$ cat src/hdl/mesi_pkg.sv
// Package for the MESI snooping cache controller: item types, MESI codes,
// mode and bus request codes. No dependencies.
`default_nettype none
package mesi_pkg;

  localparam int AddrW = 32;
  localparam int TagW  = 30;

  typedef enum logic [2:0] {
    MODE_READ   = 3'd0,
    MODE_WRITE  = 3'd1,
    MODE_TOUCH  = 3'd2,
    MODE_BUSRD  = 3'd3,
    MODE_BUSRDX = 3'd4,
    MODE_BUSUPG = 3'd5,
    MODE_PROBE  = 3'd6,
    MODE_NONE   = 3'd7
  } mode_t;

  localparam logic [1:0] ST_I = 2'd0;
  localparam logic [1:0] ST_S = 2'd1;
  localparam logic [1:0] ST_E = 2'd2;
  localparam logic [1:0] ST_M = 2'd3;

  localparam logic [1:0] BUS_NONE = 2'd0;
  localparam logic [1:0] BUS_RD   = 2'd1;
  localparam logic [1:0] BUS_RDX  = 2'd2;
  localparam logic [1:0] BUS_UPG  = 2'd3;

  localparam logic [1:0] CFG_BLOCK = 2'd0;
  localparam logic [1:0] CFG_SETS  = 2'd1;
  localparam logic [1:0] CFG_WAYS  = 2'd2;

  typedef struct packed {
    logic [2:0]       mode;
    logic [AddrW-1:0] address;
    logic             shared_line;
  } in_item_t;

  typedef struct packed {
    logic [1:0]       bus_request;
    logic             evicted;
    logic [AddrW-1:0] evict_address;
    logic             writeback;
    logic             flush;
    logic             hit;
    logic             found;
    logic             inclusion_error;
    logic             cache_to_cache;
    logic             intervention;
    logic             invalidation;
    logic [1:0]       state_after;
  } out_item_t;

endpackage
`default_nettype wire

$ cat src/hdl/mesi_front.sv
// Front end: accepts items and decodes tag, set and way count from the
// configuration into a queued request. Depends on mesi_pkg.
`default_nettype none
module mesi_front
  import mesi_pkg::*;
#(
  parameter int SetW = 8,
  parameter int WayW = 4,
  parameter int MaxWays = 8
) (
  input  wire logic            clk,
  input  wire logic            rst_n,
  input  wire logic            in_valid,
  output logic                 in_ready,
  input  wire in_item_t        in_data,
  input  wire logic [2:0]      blk_log2,
  input  wire logic [3:0]      set_log2,
  input  wire logic [3:0]      ways_cfg,
  output logic                 q_valid,
  input  wire logic            q_pop,
  output logic [2:0]           q_mode,
  output logic [TagW-1:0]      q_tag,
  output logic [SetW-1:0]      q_set,
  output logic [2:0]           q_bb,
  output logic [WayW:0]        q_ways,
  output logic                 q_shared
);
  localparam int Depth = 2;
  typedef struct packed {
    logic [2:0]      mode;
    logic [TagW-1:0] tag;
    logic [SetW-1:0] set;
    logic [2:0]      bb;
    logic [WayW:0]   ways;
    logic            shared;
  } req_t;

  req_t            q_r [Depth];
  logic [0:0]      wp_r, rp_r;
  logic [1:0]      cnt_r;
  req_t            nreq;
  logic [2:0]      bb;
  logic [AddrW-1:0] tag_full;
  logic [15:0]     setmask;
  logic            push;

  always_comb begin
    bb = (blk_log2 < 3'd2) ? 3'd2 : blk_log2;
    tag_full = in_data.address >> bb;
    setmask = (16'd1 << set_log2) - 16'd1;
    nreq.mode = in_data.mode;
    nreq.tag = tag_full[TagW-1:0];
    nreq.set = tag_full[SetW-1:0] & setmask[SetW-1:0];
    nreq.bb = bb;
    if (ways_cfg == 4'd0) nreq.ways = (WayW+1)'(1);
    else if (32'(ways_cfg) > MaxWays) nreq.ways = (WayW+1)'(MaxWays);
    else nreq.ways = (WayW+1)'(ways_cfg);
    nreq.shared = in_data.shared_line;
  end

  assign in_ready = (cnt_r != 2'(Depth));
  assign push = in_valid && in_ready;
  assign q_valid = (cnt_r != 2'd0);
  assign q_mode = q_r[rp_r].mode;
  assign q_tag = q_r[rp_r].tag;
  assign q_set = q_r[rp_r].set;
  assign q_bb = q_r[rp_r].bb;
  assign q_ways = q_r[rp_r].ways;
  assign q_shared = q_r[rp_r].shared;

  always_ff @(posedge clk) begin
    if (push) q_r[wp_r] <= nreq;
    if (!rst_n) begin
      wp_r <= '0;
      rp_r <= '0;
      cnt_r <= '0;
    end else begin
      if (push) wp_r <= wp_r + 1'b1;
      if (q_pop) rp_r <= rp_r + 1'b1;
      cnt_r <= cnt_r + 2'(push) - 2'(q_pop);
    end
  end
endmodule
`default_nettype wire

$ cat config.mk
export PLATFORM = sky130hd
export DESIGN_NAME = mesi_front
export DESIGN_NICKNAME = d
export VERILOG_FILES = /design/src/hdl/mesi_pkg.sv /design/src/hdl/mesi_front.sv
export SDC_FILE = /design/constraint.sdc
export NUM_CORES = 1
export LEC_CHECK = 0
export ABC_AREA = 1
export BUFFER_PORTS_ARGS = -buffer_cell sky130_fd_sc_hd__buf_2
export CORE_MARGIN = 10
export CORE_UTILIZATION = 55
export CTS_CLUSTER_DIAMETER = 120
export DETAILED_ROUTE_END_ITERATION = 8
export HOLD_SLACK_MARGIN = 0.1
export MAX_ROUTING_LAYER = met4
export PLACE_DENSITY = 0.8
export REMOVE_ABC_BUFFERS = 1
export SETUP_SLACK_MARGIN = 0.2
export SLEW_MARGIN = 25
export SYNTH_ARGS = -nofsm -noshare
export SYNTH_HDL_FRONTEND = slang
export SYNTH_SLANG_ARGS = --single-unit
$ cat constraint.sdc
create_clock -name clk -period 4.35 [get_ports clk]
set_input_delay 0.6525 -clock clk [delete_from_list [all_inputs] [get_ports clk]]
set_output_delay 0.6525 -clock clk [all_outputs]
set_load 0.02 [all_outputs]
; ---- Word level (Yosys, flattened, before mapping)
; Memory sizes are Yosys's and may differ from the RTL's. A register that Yosys moved wholly into a read port is not among the register bits.
; Cells that the tools add are included.
[classes]
addsub = 5
div = 0
bitwise_logic = 1
n_eq_ne = 1
multipliers = 0
n_lt_le_gt_ge = 2
n_reduce_logical = 3
n_shift = 2
muxes = 7
[op_table]
columns = operator, n
row1 = 32-bit by 3-bit right shift with 30-bit output, 1
row2 = 8-bit AND, 1
row3 = 4-bit two-way mux, 2
row4 = "1-bit by 4-bit left shift with 8-bit output, first input constant", 1
row5 = "8-bit by 1-bit subtractor with 8-bit output, second input constant", 1
row6 = "4-bit > comparator, second input constant", 1
row7 = 4-bit logical NOT, 1
row8 = 1-bit two-way mux, 4
row9 = "3-bit by 2-bit less-than comparator with 1-bit output, second input constant", 1
row10 = 3-bit two-way mux, 1
row11 = "1-bit adder, second input constant", 2
row12 = 2-bit by 1-bit adder with 2-bit output, 1
row13 = "2-bit inequality test, second input constant", 1
row14 = 2-bit nonzero test, 1
row15 = 2-bit by 1-bit subtractor with 2-bit output, 1
row16 = 1-bit logical AND, 1
[word_totals]
mem_count = 1
mem_bits_ro = 0
out_inout_bits = 52
latch_bits = 0
ff_bits = 4
ramBits = 98
[memory_table]
columns = name, words, word_bits, read_ports, rd_clocked_by_memory_dff, wr, line_no
row1 = q_r, 2, 49, 1, 1, 1, mesi_front.sv:38  ; req_t q_r [Depth];

; ---- Depth between registers and ports, before layout
; Gate-level depths: netlist of run 1.
[depth]
word_depth = 4
depth_mapped = 9
depth_no_buf = 9

; ---- Worst setup path before layout of run 1
; No wires, ideal clock.
[synth_path]
path_type = input to register
from = input in_valid
to = memory q_r[1][0] (netlist bit), enable pin
setup_slack_ns = 1.060
path_stages = 2
setup_time_ns = 0.457
arrival_ns = 2.833
cell_sequence = nand2_1 -> nor2_1
[synth_between]
elab_chain_len = 3
[synth_lines]
columns = element, line_no
row1 = from (decl), mesi_front.sv:13  ; input wire logic in_valid,
row2 = 1-bit logical AND, mesi_front.sv:62  ; assign push = in_valid && in_ready;
row3 = 1-bit two-way mux, mesi_front.sv:72  ; if (push) q_r[wp_r] <= nreq;
row4 = 1-bit two-way mux (implied by the code), mesi_front.sv:72
row5 = to (decl), mesi_front.sv:38
; Every way passes these cells.

==> results of run 1 <==
Yosys cell counts (2+ instances only):
cell | n | area (um2)
o21ai_1 | 2 | 10.0
edfxtp_1 | 98 | 2940
a31oi_1 | 2 | 12.5
buf_2 | 11 | 55.1
buf_1 | 2 | 7.51
dfxtp_1 | 5 | 100
nor3_1 | 2 | 10.0
clkbuf_1 | 4 | 15.0
mux2_2 | 49 | 552
o21ai_0 | 5 | 25.0
buf_6 | 4 | 45.0
a21oi_1 | 5 | 25.0
o211ai_1 | 2 | 15.0
nand2_1 | 88 | 330
ha_1 | 3 | 37.5
inv_2 | 3 | 11.3
nand3b_1 | 2 | 15.0
nor2_1 | 19 | 71.3
xnor2_1 | 2 | 17.5
nand3_1 | 91 | 455
inv_1 | 54 | 203
registers in the layout, indices dropped and copies added (netlist names), named ones only:
signal	cells
rp_r	1
wp_r	1
cnt_r	2
q_r	98
per-layer routing:
metal	global-route usage, %	up-vias	wire length [um]
met5	-	-	0
met3	4.08	30	732
met4	5.34	0	229
met1	20.0	1786	4690
met2	30.4	164	5900
li1	-	1788	-
final cells by class:
type,instances,area (um2)
fill,697,3070
multi-input combinational,282,1680
clock buffer,12,156
timing repair buffer,102,518
clock inverter,4,30.0
sequential,103,3040
tap,108,135
antenna,3,7.51
inverter,57,214
layout by cell type (no fill, tap or decap), types with 2 or more instances in the layout:
cell / synthesis / routed
buf_4: 1 / 3
clkbuf_1: 4 / 2
ha_1: 3 / 3
xnor2_1: 2 / 2
nor2_1: 19 / 17
buf_2: 11 / 99
edfxtp_1: 98 / 98
o21ai_1: 2 / 2
a31oi_1: 2 / 2
o21ai_0: 5 / 5
inv_1: 54 / 54
nand3b_1: 2 / 2
a21oi_1: 5 / 5
diode_2: 0 / 3
clkbuf_8: 0 / 9
dfxtp_1: 5 / 4
nand2_1: 88 / 88
o211ai_1: 2 / 2
nor2_4: 1 / 3
nor3_1: 2 / 2
inv_2: 3 / 3
mux2_2: 49 / 49
nand3_1: 91 / 91
through the flow:
step | power [mW] | std cells | hold WS (ns) | util [%] | instance area [um2]
finish | 2.37 | 671 | 0.463 | 65.3 | 5780
global route | 2.48 | 671 | 0.453 | 65.3 | 5780
CTS | 2.38 | 668 | 0.461 | 65.3 | 5770
detailed placement | 1.82 | 652 | 0.477 | 63.2 | 5590
global placement | 1.80 | 652 | 0.469 | 63.2 | 5590
floorplan | 1.63 | 442 | 0.458 | - | 4920
power groups by stage:
stage,sequential (mW),combinational [mW],clock [mW]
after global placement,1.27,0.526,0
final,1.25,0.539,0.572
after CTS,1.26,0.545,0.577
after detailed placement,1.28,0.542,0
after global routing,1.26,0.589,0.623
after floorplan,1.28,0.353,0
cell families after synthesis:
group                      count (synthesis)
other                                      1
DFF                                      103
xor gates and xnor gates                   3
and+or+nand+nor                          206
buffers and inverters                     80
AOI/OAI and AO/OA                         20
adders and majority gates                  3
muxes                                     49
final timing paths:
kind | from | to | depth (start not counted)
worst max-delay path | flip-flop | q_tag[9] | 3
worst min-delay path | in_data[0] | q_r[0][0] | 1
worst max register to register | cnt_r[0] | q_r[0][45] | 5
worst min register to register | cnt_r[1] | cnt_r[1] | 2
==> run metrics, run 1 <==
CP Data Required Time around 3.7 ns; # IOs around 100; register bit total from synthesis between 100 and 150; Fin. Hold Viols 0; yosys warns 0; Die Span X ~120 um; mux contribution to synthesized area between 10 and 15%; Setup WS post-layout ~1.6 ns; largest net degree at the start of global routing 37; Detail Route Antenna Nets 0; full die area about 13,000 um2; Post-synth EDFFs 98; Core ar. a little under 9000 um2; slowest CP cell dfxtp_2; P_int 1.66 mW; slowest cell delay on critical path a little under 0.7 ns; CP Buf/Inv Count 2; Worst Max-Slew Pin Slew between 0.8 and 0.9 ns; Netlist cell types 33; worst-path cell chain buf_4 > mux2_2 > buf_2; clock power share between 20% and 30%; Seq/Total Area, Yosys 60.2%; vias in the first global route around 3,800; worst skew pair latency 0.37 ns; Vias/cell around 5.6; NetSw between 0.7 and 0.8 mW; synthesized area 5050 um2; top fanout value on the critical path 29; Post-Synth Simple-Gate Area between 10% and 20%; Tcrit/Tclk final a little under two thirds; setup TNS 0 ns; clk buf depth 2; hold-fix buffers at CTS 0; Wirelength per Cell around 17 um; Final nets approximately 610; global route overflow 0; GR Util All Layers roughly 18%; first-pass GRT wire length ~18 mm; delay-heaviest family, CP flip-flops; IO buf count 99; row count 34; CTS H-Tree Depth 3; min cycle time layout 2.76 ns; Max-Cap Viols 0; pwr dens between 400 and 500 nW/um2; Seq pwr share 53.0%; Starting DRT DRC Count 310; WL final between 10 and 15 mm; adder-cell share of the synthesized area 0.743%; Combinational Power Share around 23%; Final HPWL DP roughly 8 mm; Main synth FF type edfxtp_1; pre-CTS worst setup slack ~1.8 ns; Root Driver clkbuf_8; slew margin rel. between 40 and 50%; Post CTS Setup Buffer Count 0; Initial Util a little under three fifths; CP Capture Type output pin; initial antenna violation count 1; RSZ-0062 raised after global routing false; Inserted Clock Buffers 9; largest family of logic cells by synthesized area simple AND/OR/NAND/NOR gates; switch share 30.0%; WS Path Type reg2out; Worst-path clk slew roughly 0.1 ns; fraction of registers with async set/reset 0%; post-CTS resize count 0; chip height ~120 um; Post-Synth XOR/XNOR Area less than 1%; synthesized area per cell ~11 um2; Post-Syn Instances 465; worst reg2reg setup slack between 2 and 2.5 ns; HP Class in2reg; VDD IR max ~190 uV; via count 3,768; Final Skew approximately 0.010 ns; RD Place Congestion 0.836; Area Overhead vs Synth 14.4%; Max Freq ~360 MHz; Clock Sinks around 100; crit path DAT between 2 and 2.5 ns; LEAKAGE ~2.5 nW; CTS tree done; Startpoint Class flip-flop; proportion of layout cells with a drive suffix above 1 between 30% and 40%; # setup viols final 0; total iterations of the first detailed-routing run 6; Pins Over Slew Limit 0; # DRC 0; Compound-Gate Fraction of Synth Area 2.50%; outcome complete, no violations
Note: power is estimated with default switching activity, not from simulation.
==> inputs of run 2 (changes only) <==
--- a/config.mk
+++ b/config.mk
@@ -8,12 +8,12 @@
 export ABC_AREA = 1
 export BUFFER_PORTS_ARGS = -buffer_cell sky130_fd_sc_hd__buf_2
 export CORE_MARGIN = 10
-export CORE_UTILIZATION = 55
+export CORE_UTILIZATION = 50
 export CTS_CLUSTER_DIAMETER = 120
 export DETAILED_ROUTE_END_ITERATION = 8
 export HOLD_SLACK_MARGIN = 0.1
 export MAX_ROUTING_LAYER = met4
-export PLACE_DENSITY = 0.8
+export PLACE_DENSITY = 0.77
 export REMOVE_ABC_BUFFERS = 1
 export SETUP_SLACK_MARGIN = 0.2
 export SLEW_MARGIN = 25
==> constraint.sdc (replaced) <==
create_clock -name clk -period 2.3 [get_ports clk]
set_input_delay 0.345 -clock clk [delete_from_list [all_inputs] [get_ports clk]]
set_output_delay 0.345 -clock clk [all_outputs]
set_load 0.02 [all_outputs]
==> run metrics, run 2 (synthesis results as in run 1) <==
CTS tree done; crit path DAT 1.60 ns; slowest CP cell dfxtp_4; RD Place Congestion 0.830; Startpoint Class flip-flop; depth of the most critical reg-to-reg path 9; Vias/cell about 5.3; register area between 3000 and 4000 um2; Worst Max-Slew Pin Slew between 0.5 and 0.6 ns; fin cells 700; Largest register FFs 98; IO buf count between 90 and 100; global route overflow 0; Tcrit/Tclk final 84.8%; Largest Register q_r; Clock Sinks between 100 and 150; top flop regs q_r: 98 flops, cnt_r: 2 flops; hold slack 0.152 ns; Final HPWL DP 8.37 mm; GR Util All Layers around 16%; clk buf depth 2; total iterations of the first detailed-routing run 5; most common cell after layout, fill and taps aside buf_2; WL final about 11 mm; Max Freq 513 MHz; Die Span X 121 um; Root Driver clkbuf_8; vias in the first global route between 3,000 and 4,000; proportion of layout cells with a drive suffix above 1 approximately 33%; first-pass GRT wire length 18.4 mm; Starting DRT DRC Count approximately 320; pwr dens 774 nW/um2; Fin. Hold Viols 0; delay-heaviest family, CP flip-flops; initial antenna violation count 0; outcome complete, no violations; commonest non-fill, non-tap cells in the layout buf_2 (99), edfxtp_1 (98), nand3_1 (91); origin of the critical flop-to-flop path cnt_r[0]; RSZ-0062 raised after global routing false; multi-input logic area roughly 1700 um2; reg-to-reg endpoint cnt_r[1]; # DRC 0; Fill cells 863; row count 36; via count approximately 3,700; Core ar. around 10000 um2; Final Skew approximately 0.0065 ns; Placed Cells 684; # setup viols final 0; Inserted Clock Buffers 9; CTS H-Tree Depth 3; VDD IR max 298 uV; WS Path Type reg2out; Initial Util roughly half; CP Data Required Time a little under 2 ns; top fanout value on the critical path 21; slowest cell delay on critical path approximately 0.5 ns; Hold Startpoint in_data[35]; Hold Crit Depth 1; Wirelength per Cell about 16 um; Ant. Diodes 0; Final nets ~620; Area Overhead vs Synth 17.3%; min cycle time layout roughly 1.9 ns; worst skew pair latency approximately 0.37 ns; worst reg2reg setup slack about 0.67 ns; CP Capture Type output pin; full die area roughly 15,000 um2; HP Class in2reg; Worst-path clk slew around 0.1 ns; # IOs 103; Pins Over Slew Limit 0; worst-path cell chain buf_12 > mux2_2 > buf_2; chip height around 120 um; largest net degree at the start of global routing 50; Hold EP q_r[1][49]; CP Buf/Inv Count 2; slew margin rel. 65.7%; LEAKAGE ~2.5 nW; Detail Route Antenna Nets 0; Max-Cap Viols 0
[run 2: changes by cell type in the layout (fill, tap and decap cells not counted), sizes merged]
| cell | before | now |
|---|---|---|
| buf | 102 | 109 |
| clkbuf | 12 | 9 |
| diode | 3 | 0 |
| bufinv | 0 | 1 |
| clkinv | 2 | 3 |
| inv | 58 | 59 |
[run 2: worst max-delay path by stage]
stage                startpoint         end  slack (ns)  cells past startpoint
floorplan              cnt_r[0]   q_r[1][0]       -0.93                      4
global placement    blk_log2[0]  q_r[0][27]        0.48                      7
detailed placement  blk_log2[0]  q_r[1][33]        0.39                      7
CTS                   flip-flop   q_tag[21]        0.20                      3
global route          flip-flop   q_tag[23]        0.27                      3
finish                flip-flop   q_tag[21]        0.35                      3
[run 2: cell type report]
| class | instances | share of cell area (%) |
|---|---|---|
| clock buffers | 9 | 2.09 |
| clock inverters | 7 | 1.37 |
| inverters | 57 | 3.61 |
| multi-input cells | 282 | 28.3 |
| flip-flops and latches | 103 | 51.4 |
| well taps | 133 | 2.81 |
| repair buffers | 109 | 10.5 |
[run 2: stage by stage]
stage                     utilization [%]  cell area, um2  setup TNS [ns]  total power [mW]  worst slack (ns)
after floorplan                         -            4920          -90.57              3.08            -0.932
after global placement               58.3            5720               0              3.44             0.485
after detailed placement             58.3            5720               0              3.48             0.386
after CTS                            60.4            5930               0              4.64             0.205
after global routing                 60.4            5930               0              4.81             0.274
final                                60.4            5930               0              4.59             0.350
[run 2: worst reg2reg max path, cell delays in order, from the launching register on]
cell     delay (ns)
dfxtp_1        0.35
inv_1          0.05
nand2_1        0.08
nand2_1        0.16
ha_1           0.32
inv_1          0.04
ha_1           0.18
xnor2_1        0.14
o21ai_0        0.15
a21oi_1        0.06
[run 2: report_power, final]
group          internal (mW)  switching [mW]
clock                  0.518           0.654
sequential              2.31          0.0555
combinational          0.388           0.667
[run 2: per-layer routing]
| metal | GRT usage [%] | wire length [um] |
|---|---|---|
| met1 | 18.9 | 4890 |
| met3 | 4.09 | 836 |
| met5 | - | 0 |
| met4 | 6.49 | 224 |
| met2 | 26.3 | 5470 |
[run 2: repair_timing]
action	4_1_cts	5_1_grt
resized for setup	0	1
buffers inserted	0	0
hold buffers	0	0
setup endpoints to repair	0	38
==> inputs of run 3 (changes only) <==
--- a/config.mk
+++ b/config.mk
@@ -5,15 +5,15 @@
 export SDC_FILE = /design/constraint.sdc
 export NUM_CORES = 1
 export LEC_CHECK = 0
-export ABC_AREA = 1
+export ABC_AREA = 0
 export BUFFER_PORTS_ARGS = -buffer_cell sky130_fd_sc_hd__buf_2
 export CORE_MARGIN = 10
-export CORE_UTILIZATION = 50
+export CORE_UTILIZATION = 56
 export CTS_CLUSTER_DIAMETER = 120
 export DETAILED_ROUTE_END_ITERATION = 8
 export HOLD_SLACK_MARGIN = 0.1
 export MAX_ROUTING_LAYER = met4
-export PLACE_DENSITY = 0.77
+export PLACE_DENSITY = 0.81
 export REMOVE_ABC_BUFFERS = 1
 export SETUP_SLACK_MARGIN = 0.2
 export SLEW_MARGIN = 25
==> constraint.sdc (replaced) <==
create_clock -name clk -period 1.94 [get_ports clk]
set_input_delay 0.291 -clock clk [delete_from_list [all_inputs] [get_ports clk]]
set_output_delay 0.291 -clock clk [all_outputs]
set_load 0.02 [all_outputs]
==> run metrics, run 3 <==
depth of the most critical reg-to-reg path 8; clk buf depth 2; Post-Syn Instances between 300 and 400; Setup WS post-layout between 0.1 and 0.15 ns; synthesized area per cell roughly 15 um2; Startpoint Class flip-flop; Synth area leaders edfxtp_1 (55%), mux2_2 (13%), mux2i_1 (10%); global route overflow 0; Vias/cell 5.52; Inserted Clock Buffers 9; Core ar. about 9000 um2; Worst Max-Slew Pin Slew between 0.5 and 0.6 ns; via count between 3,000 and 4,000; WS Path Type reg2out; Wirelength per Cell 19.3 um; top-count cell post-synth edfxtp_1; CP Capture Type output pin; Main synth FF type edfxtp_1; slew margin rel. between 60% and 70%; Die Span X about 120 um; delay-heaviest family, CP flip-flops; slowest CP cell dfxtp_4; fraction of registers with async set/reset 0%; proportion of layout cells with a drive suffix above 1 between 40 and 50%; Seq pwr share between 50% and 60%; first-pass GRT wire length between 15 and 20 mm; min cycle time layout between 1.5 and 2 ns; DRT met1 WL roughly 5 mm; top fanout value on the critical path 24; RD Place Congestion 0.797; most common cell after layout, fill and taps aside buf_2; crit path DAT around 1.5 ns; Max-Cap Viols 0; origin of the critical flop-to-flop path cnt_r[0]; chip height between 100 and 150 um; WL met3 around 700 um; switch share between 30% and 40%; Initial Util between 50% and 60%; pre-CTS worst setup slack -0.0176 ns; Area Overhead vs Synth 17.8%; Netlist cell types 44; top flop regs q_r: 98 flops, cnt_r: 2 flops; reg-to-reg endpoint cnt_r[1]; Ant. Diodes 0; Final HPWL DP ~7.6 mm; worst-path cell chain buf_16 > mux2_2 > buf_2; Fin. Hold Viols 0; WL final roughly 12 mm; Cell Area, Placed ~6000 um2; pwr dens 870 nW/um2; Largest Register q_r; yosys warns 0; vias in the first global route approximately 3,500; # IOs ~100; slowest cell delay on critical path 0.44 ns; Hold Startpoint ways_cfg[3]; NetSw 1.65 mW; final instance area 6280 um2; Max Freq between 500 and 600 MHz; metal2 WL around 5.7 mm; CTS tree done; HP Class in2reg; Final nets 515; Post CTS Setup Buffer Count 0; total iterations of the first detailed-routing run 4; Seq/Total Area, Yosys between 50% and 60%; LEAKAGE ~2.5 nW; clock power share between 20% and 30%; Post-synth EDFFs 98; register bit total from synthesis just over 100; hold slack around 0.16 ns; Root Driver clkbuf_8; Hold EP q_r[0][4]; # setup viols final 0; # DRC 0; full die area between 10,000 and 15,000 um2; Clock Sinks approximately 100; Hold Crit Depth 1; IO buf count 99; CP Buf/Inv Count 2; Combinational Power Share between 20% and 30%; synthesized area approximately 5300 um2; CTS H-Tree Depth 3; area leader, netlist edfxtp_1; Pins Over Slew Limit 0; Commonest cells post-synth edfxtp_1 (98), mux2_2 (63), mux2i_1 (55); CP Data Required Time 1.65 ns; RSZ-0062 raised after global routing true; worst reg2reg setup slack roughly 0.37 ns; Tcrit/Tclk final between 90 and 100%; P_int 3.81 mW; Top Layer Used met4; Yosys top cell area share a little under three fifths; outcome complete, no violations; GR Util All Layers approximately 17%; largest net degree at the start of global routing 43; worst skew pair latency 0.36 ns; Largest register FFs 98; VDD IR max ~460 uV; Worst-path clk slew ~0.12 ns; initial antenna violation count 0; Final Skew about 0.015 ns; setup TNS 0 ns; Starting DRT DRC Count between 150 and 200; row count 35; Detail Route Antenna Nets 0; commonest non-fill, non-tap cells in the layout buf_2 (99), edfxtp_1 (98), mux2_2 (63)
## run 3: changes by cell type in the layout (fill, tap and decap cells not counted), sizes merged, moves of 9 or more
cell,delta
nand2,-84
and3,+9
nand3,-92
mux2,+19
inv,-52
mux2i,+55
## run 3: how the worst max path moves through the flow
stage	startpoint	endpoint	depth (start not counted)
global placement	set_log2[0]	q_r[0][15]	7
finish	flip-flop	q_set[2]	3
floorplan	cnt_r[0]	q_r[1][0]	2
global route	flip-flop	q_set[7]	3
CTS	flip-flop	q_tag[5]	3
detailed placement	set_log2[0]	q_r[0][15]	7
## run 3: layout make-up
cell class,instances,area [um2]
tap,129,161
fill,690,2960
clock buffer,9,124
clock inverter,7,78.8
inverter,5,18.8
timing repair buffer,118,748
sequential,103,3050
multi-input combinational,224,2100
## run 3: routing by layer
metal	GRT usage, %	vias to the layer above
li1	-	1580
met1	20.0	1598
met2	26.9	102
met3	4.32	6
met4	4.71	0
met5	-	-
## run 3: kinds of logic (layout without fill, tap and decap cells)
| kind of cell | count (synthesis) | count (layout) | synth area share [%] |
|---|---|---|---|
| mux | 131 | 131 | 28.4 |
| flops | 103 | 103 | 57.1 |
| simple gates | 62 | 62 | 6.36 |
| buf+inv | 30 | 139 | 3.64 |
| compound gates | 24 | 24 | 3.26 |
| fa+ha+maj | 3 | 3 | 0.704 |
| xor+xnor | 3 | 3 | 0.493 |
| other cells | 1 | 1 | 0.0703 |
## run 3: power groups by stage
| stage | combinational [mW] | clock, mW | sequential [mW] |
|---|---|---|---|
| 6_report | 1.35 | 1.32 | 2.79 |
| 5_1_grt | 1.47 | 1.43 | 2.82 |
| 4_1_cts | 1.36 | 1.35 | 2.79 |
| 3_5_place_dp | 1.33 | 0 | 2.84 |
| 3_3_place_gp | 1.30 | 0 | 2.82 |
| 2_1_floorplan | 0.813 | 0 | 2.85 |
## run 3: through the flow
| stage | utilization (%) | total power, mW | std cells |
|---|---|---|---|
| 6_report | 68.0 | 5.47 | 595 |
| 5_1_grt | 68.0 | 5.72 | 595 |
| 4_1_cts | 67.7 | 5.51 | 594 |
| 3_5_place_dp | 64.7 | 4.17 | 573 |
| 3_3_place_gp | 64.7 | 4.12 | 573 |
| 2_1_floorplan | - | 3.66 | 332 |
## run 3: what timing repair did
action                                  in CTS  in global routing
endpoints found under the hold margin        8                  0
hold buffers                                 4                  0
gates cloned                                 1                  1
endpoints found under the setup margin      49                 50
resized for setup                            2                  1
